**src/rtl/ppr_pkg.sv**
```systemverilog
// Shared constants and types for the progress percentile rank block.
// Used by the user store, histogram store, divider and the top level.
// Depends on nothing else.
package ppr_pkg;

    // Field widths of the input and result beats.
    localparam int USER_W        = 10;
    localparam int PAGE_W        = 10;
    localparam int COUNT_W       = 11;
    localparam int FRACTION_BITS = 24;
    localparam int FRAC_W        = FRACTION_BITS + 1;

    // Store sizes.
    localparam int MAX_USERS = 1024;
    localparam int MAX_PAGES = 1024;
    localparam int USER_AW   = $clog2(MAX_USERS);
    localparam int PAGE_AW   = $clog2(MAX_PAGES);

    // The clearing sweep covers the deeper of the two stores.
    localparam int CLEAR_DEPTH = (MAX_USERS > MAX_PAGES) ? MAX_USERS : MAX_PAGES;
    localparam int CLEAR_AW    = $clog2(CLEAR_DEPTH);

    // Serial divider: the dividend is the behind count shifted up by the fraction bits.
    localparam int DIV_W     = COUNT_W + FRACTION_BITS;
    localparam int DIV_CNT_W = $clog2(DIV_W + 1);

    localparam logic [FRAC_W-1:0] FRAC_ONE = {1'b1, {FRACTION_BITS{1'b0}}};

    // Action codes.
    localparam logic ACT_SET   = 1'b0;
    localparam logic ACT_QUERY = 1'b1;

    typedef struct packed {
        logic               valid;
        logic [PAGE_AW-1:0] page;
    } user_entry_t;

    typedef struct packed {
        logic               rd;
        logic               wr;
        logic [USER_AW-1:0] addr;
        user_entry_t        wdata;
    } user_req_t;

    typedef struct packed {
        logic               rd;
        logic               wr;
        logic [PAGE_AW-1:0] addr;
        logic [COUNT_W-1:0] wdata;
    } hist_req_t;

endpackage

```
**src/rtl/ppr_divider.sv**
```systemverilog
// Restoring divider, one quotient bit per cycle, for the rank fraction.
// Depends on ppr_pkg for the operand widths.
module ppr_divider (
    input  logic                         aclk,
    input  logic                         aresetn,
    input  logic                         start,
    input  logic [ppr_pkg::DIV_W-1:0]    dividend,
    input  logic [ppr_pkg::COUNT_W-1:0]  divisor,
    output logic                         done,
    output logic [ppr_pkg::DIV_W-1:0]    quotient
);

    logic                           busy_reg;
    logic                           done_reg;
    logic [ppr_pkg::DIV_CNT_W-1:0]  cnt_reg;
    logic [ppr_pkg::DIV_W-1:0]      shift_reg;
    logic [ppr_pkg::COUNT_W-1:0]    rem_reg;
    logic [ppr_pkg::COUNT_W-1:0]    dsr_reg;

    logic [ppr_pkg::COUNT_W:0]      trial;
    logic [ppr_pkg::COUNT_W:0]      diff;
    logic                           fits;

    // The remainder always stays below the divisor, so it fits the divisor width.
    assign trial = {rem_reg, shift_reg[ppr_pkg::DIV_W-1]};
    assign diff  = trial - {1'b0, dsr_reg};
    assign fits  = (trial >= {1'b0, dsr_reg});

    always_ff @(posedge aclk) begin
        if (!aresetn) begin
            busy_reg <= 1'b0;
            done_reg <= 1'b0;
            cnt_reg  <= '0;
        end else begin
            done_reg <= 1'b0;
            if (start) begin
                busy_reg <= 1'b1;
                cnt_reg  <= ppr_pkg::DIV_CNT_W'(ppr_pkg::DIV_W);
            end else if (busy_reg) begin
                cnt_reg <= cnt_reg - ppr_pkg::DIV_CNT_W'(1);
                if (cnt_reg == ppr_pkg::DIV_CNT_W'(1)) begin
                    busy_reg <= 1'b0;
                    done_reg <= 1'b1;
                end
            end
        end
    end

    always_ff @(posedge aclk) begin
        if (start) begin
            shift_reg <= dividend;
            rem_reg   <= '0;
            dsr_reg   <= divisor;
        end else if (busy_reg) begin
            shift_reg <= {shift_reg[ppr_pkg::DIV_W-2:0], fits};
            rem_reg   <= fits ? diff[ppr_pkg::COUNT_W-1:0] : trial[ppr_pkg::COUNT_W-1:0];
        end
    end

    assign done     = done_reg;
    assign quotient = shift_reg;

endmodule

```
**config.mk**
```make
export PLATFORM = sky130hd
export DESIGN_NAME = ppr_divider
export DESIGN_NICKNAME = d
export VERILOG_FILES = /design/src/rtl/ppr_pkg.sv /design/src/rtl/ppr_divider.sv
export SDC_FILE = /design/constraint.sdc
export NUM_CORES = 1
export LEC_CHECK = 0
export BUFFER_PORTS_ARGS = -buffer_cell sky130_fd_sc_hd__buf_2
export CAP_MARGIN = 20
export CORE_UTILIZATION = 46
export CTS_BUF_LIST = sky130_fd_sc_hd__clkbuf_4
export CTS_CLUSTER_DIAMETER = 60
export DETAILED_ROUTE_END_ITERATION = 8
export GPL_TIMING_DRIVEN = 0
export PLACE_DENSITY = 0.71
export SLEW_MARGIN = 20
export SYNTH_ARGS = -nofsm -noshare
export SYNTH_HDL_FRONTEND = slang
export SYNTH_SLANG_ARGS = --single-unit
```
**constraint.sdc**
```tcl
create_clock -name aclk -period 2.8 [get_ports aclk]
set_input_delay 0.28 -clock aclk [delete_from_list [all_inputs] [get_ports aclk]]
set_output_delay 0.28 -clock aclk [all_outputs]
set_load 0.05 [all_outputs]
```
Yosys cells after proc, flatten, opt, wreduce, memory -nomap -nowiden --
Index checks and enable logic that the tools add are counted.
Storage, ports and cells: register bits 65, bits in latches 0, memory bits (writable) 0, memory bits (read-only) 0, bits of input ports 49, logic and storage cells 25, memories kept 0
Operators by class: add/subtract/negate cells 2, multipliers 0, div/mod/pow operators 0, $lt $le $gt $ge 1, equal/unequal tests 1, shifts and indexed selects 0, muxes and demuxes 9, bitwise operators 2, reduce and logical (&&, ||, !) cells 3
Operators by type and width (number):
- $mux W35 | 2
- $ge A12 B11 Y1 | 1
- $mux W6 | 2
- $mux W11 | 1
- $sub A11 B11 Y11 | 1
- $eq A6 B1 Y1 const B | 1
- $sub A6 B1 Y6 const B | 1
- $mux W1 | 4
- $reduce_or A3 Y1 | 1
- $not A1 Y1 | 2
- $reduce_bool A2 Y1 | 1
- $reduce_or A2 Y1 | 1

Longest topological paths before layout --
word-level depth 4, depth in mapped cells 10, depth with buffers taken out 9

Worst setup path after synthesis --
OpenSTA, ideal clock, no wires.
path type register to register, start point register shift_reg (netlist bit quotient[34]), end point register rem_reg[8] in the netlist's numbering, library setup time 138 ps, arrival 2516 ps, data required time 2662 ps, setup slack 146 ps, cell stages (with the launch flop) 11, cells stage by stage edfxtp_1 > inv_1 > ha_1 > fa_1 > nor2b_1 > o31a_1 > o21ai_2 > o21ai_2 > buf_6 > mux2i_1 > a211oi_2
On the way: word-level cells in the longest chain between the ends 2, elaborated cells on any way between the ends 3
RTL lines:
- start, declared | RTL line ppr_divider.sv:16 | logic [ppr_pkg::DIV_W-1:0] shift_reg;
- start signal, assigned | RTL line ppr_divider.sv:51 | shift_reg <= dividend;
- start signal, assigned | RTL line ppr_divider.sv:55 | shift_reg <= {shift_reg[ppr_pkg::DIV_W-2:0], fits};
- $sub A11 B11 Y11 or $ge A12 B11 Y1 (tied branches) | RTL line ppr_divider.sv:26, ppr_divider.sv:27
- $mux W11 * | RTL line ppr_divider.sv:56 | rem_reg <= fits ? diff[ppr_pkg::COUNT_W-1:0] : trial[ppr_pkg::COUNT_W-1:0];
- end signal, assigned | RTL line ppr_divider.sv:56
- end, declared | RTL line ppr_divider.sv:17 | logic [ppr_pkg::COUNT_W-1:0] rem_reg;
Mark *: on every way between the ends. The rest lies on a longest branch, timed or not. A chain may end at the register's enable or synchronous reset.

Worst setup path in the final report --
Ends and elaborated chain as after synthesis.

==> Implementation_results.wiki <==
{| class="wikitable"
! Metric !! Value
|-
| Run status || finished, final reports clean
|-
| Synthesized instance count || 261
|-
| Latest clock arrival within the worst-skew pair || 0.39 ns
|-
| Clock sinks || 65
|-
| Cell with the largest stage delay on the worst path || sky130_fd_sc_hd__fa_1
|-
| Area growth syn-to-layout || 20.4%
|-
| Static Leak || 1.62 nW
|-
| Final period util || 92.0%
|-
| DRC violation count after routing || 0
|-
| Data arrival time of the worst path || 2.85 ns
|-
| Mean area per synthesized cell || 12.4 um2
|-
| Boundary pin count || 85
|-
| Commonest non-fill, non-tap cell in the layout || sky130_fd_sc_hd__buf_2
|-
| CTS root buffer || sky130_fd_sc_hd__clkbuf_4
|-
| Count of antenna-violating nets left after detailed routing || 0
|-
| HPWL after detailed placement || 4.81 mm
|-
| Area of the mapped netlist || 3250 um2
|-
| Total congestion overflow || 0
|-
| Number of vias after detailed routing || 2326
|-
| Ranking of synthesized cells by area || sky130_fd_sc_hd__edfxtp_1 (43%), sky130_fd_sc_hd__mux2_2 (12%), sky130_fd_sc_hd__dfxtp_1 (12%), sky130_fd_sc_hd__ha_1 (5.0%), sky130_fd_sc_hd__mux2i_1 (2.2%)
|-
| Post-Route Setup TNS || 0 ns
|-
| Average wire per standard cell || 14.0 um
|-
| Gr usage total || 18.4%
|-
| Met3 demand-to-capacity share in global routing || 6.35%
|-
| Total CTS buffers || 9
|-
| Setup repair after global routing missed its margin || false
|-
| Top-area cell type share of the netlist area || 42.6%
|-
| Fin. Hold Viols || 0
|-
| Final period demand of the worst path || 2.57 ns
|-
| Hold WS || 0.0533 ns
|-
| Worst slack, placed || 0.194 ns
|-
| Critical path type || register to register
|-
| Number of global-route vias before repair || 2266
|-
| Global-route wire length before repair || 10.4 mm
|-
| Worst-margin pin slew || 0.834 ns
|-
| Cells on Worst Hold Path || 1
|-
| Max Freq || 0.388 GHz
|-
| Final worst-path setup slack || 0.225 ns
|-
| Sink of the worst hold path || dsr_reg[2]
|-
| Die extent in x || 86 um
|-
| Site Rows || 30
|-
| GPL Wtd Cong || 0.788
|-
| H-tree depth || 3
|-
| Max clock buf depth || 2
|-
| Max cap viols || 0
|-
| Most used cells in the layout excluding fill and tap cells || sky130_fd_sc_hd__buf_2 (85), sky130_fd_sc_hd__edfxtp_1 (46), sky130_fd_sc_hd__mux2_2 (35), sky130_fd_sc_hd__dfxtp_1 (19)
|-
| Final WL || 6.41 mm
|-
| CP Max Fanout || 10
|-
| Number of warnings issued by yosys || 0
|-
| Final max-slew violation count || 0
|-
| Core Box Area || 6790 um2
|-
| Setup Viol. Count Final || 0
|-
| Total Die Area || 7400 um2
|-
| Initial core utilization || 47.8%
|-
| Flip-flop count of the largest register, all copies and words added || 35
|-
| Portion of the post-synthesis area used by sequential elements || 54.3%
|-
| Initial drt markers || 77
|-
| Via/cell ratio || 5.09
|-
| Synth Net Count || 324
|-
| Critical Path End Type || register
|-
| End of the worst register-to-register path || rem_reg[8]
|-
| Number of unique standard cell types used by synthesis || 46
|-
| Required time worst endpoint || 3.07 ns
|-
| CTS clock-pin slew for the worst setup and hold paths || 0.11 ns
|-
| Peak VDD IR || 0.000366 V
|-
| Number of antenna violations at the first check in global routing || 0
|-
| Number of register bits inferred by synthesis || 65
|-
| Startpoint of the worst-slack reg-to-reg timing path || quotient[34]
|-
| Peak per-stage delay on the critical path || 0.42 ns
|-
| Most used routing layer in global routing || met2
|-
| Number of fillers in the final layout || 593
|-
| Maximum number of pins on one net before global-route repair || 36
|-
| Hold Path Origin || divisor[2]
|-
| Final #Nets || 419
|-
| GRT met2 Usage || 30.6%
|-
| Cell type contributing the most total cell area after synthesis || sky130_fd_sc_hd__edfxtp_1
|-
| First drt pass iteration count || 4
|-
| Vert. Die Dim || 86 um
|-
| GR Layer Usage met1 || 22.2%
|-
| Path class of the lowest-slack min-delay path || primary input to register
|-
| Total power of the final layout || 2.41 mW
|-
| Critical path cell sequence || inv_1 > ha_1 > fa_1 > nor2b_1 > o31a_1 > o21ai_2 > o21ai_4 > buf_6 > mux2i_1 > a211oi_2
|-
| P per Cell Area || 617 nW/um2
|-
| Layout cell share with drive strength beyond 1 || 41.3%
|-
| Diodes inserted || 0
|-
| Setup skew after layout || 0.0113 ns
|-
| Kind of start point of the critical path || register
|-
| Port Buffers || 84
|-
| Reg2Reg Setup Slack || 0.23 ns
|-
| Worst Reg2Reg Path Length in Cells || 10
|-
| Worst slew margin || 44.2%
|-
| TritonCTS clock tree || built
|}
-- worst max path at each step --
stage / endpoint / startpoint
CTS: rem_reg[10] / quotient[34]
finish: rem_reg[8] / quotient[34]
global route: rem_reg[10] / quotient[34]
global placement: quotient[16] / start
detailed placement: rem_reg[8] / quotient[34]
floorplan: rem_reg[8] / quotient[34]
-- final cells by class --
type                       count  area (um2)  area share, %
timing repair buffer          84         420           10.8
tap                           96         120           3.07
inverter                      19        71.3           1.83
clock buffer                  10        75.1           1.92
buffer                        10        53.8           1.38
multi-input combinational    167        1370           35.0
clock inverter                 6        35.0          0.897
sequential                    65        1760           45.1
-- kinds of logic (layout without fill, tap and decap cells) --
logic type,count (synthesis),count (layout),share of synthesized area (%)
flops,65,65,54.3
simple gates,55,55,8.44
compound gates,46,46,10.8
mux,42,42,14.3
buf+inv,29,129,3.85
fa+ha+maj,14,14,5.63
xor+xnor,10,10,2.70
-- cells in the mapped netlist, drive strengths merged --
library cell	instances
edfxtp	46
mux2	35
dfxtp	19
inv	18
nor2	18
ha	13
o21ai	13
nand2	12
xnor2	8
a211oi	7
a21oi	7
mux2i	7
buf	6
nand3	6
clkbuf	4
nand2b	4
nor4	4
a21boi	3
nor2b	3
a311oi	2
nor3	2
o211ai	2
o21a	2
o22ai	2
o311ai	2
o31a	2
or3	2
xor2	2
a2111oi	1
and2	1
clkinv	1
fa	1
nand3b	1
nand4	1
nand4b	1
o211a	1
o311a	1
o31ai	1
-- where the power goes --
| part | internal [mW] | total [mW] | switching [mW] | leakage, nW |
|---|---|---|---|---|
| sequential | 1.14 | 1.19 | 0.0524 | 0.617 |
| combinational | 0.252 | 0.702 | 0.450 | 0.938 |
| clock | 0.186 | 0.518 | 0.331 | 0.0619 |
-- what timing repair did --
action / 4_1_cts / 5_1_grt
hold buffers: 0 / 0
setup buffers: 0 / 0
endpoints found under the setup margin: 0 / 3
gates resized for setup: 0 / 1
-- metal layers --
layer  part of all wire, %  up-vias
met4                   1.4        0
met2                    48       70
met3                   6.6       11
met1                    44     1093
met5                     0        -
li1                      -     1152
-- worst max-delay path, delay by kind of cell (launching register included) --
kind                     cells  cell delay (ns)
AO/OA/AOI/OAI                4             0.74
adder cells (fa/ha/maj)      2             0.65
buffers and inverters        2             0.26
flip-flops                   1             0.40
multiplexers                 1             0.24
AND/OR/NAND/NOR              1             0.17
-- through the flow --
stage                     std cells  util, %  cell area (um2)
after global routing            457     57.5             3910
after detailed placement        441     55.8             3790
final                           457     57.5             3910
after global placement          441     55.7             3790
after CTS                       457     57.4             3900
after floorplan                 261        -             3250
Note: power is estimated with default switching activity, not from simulation.
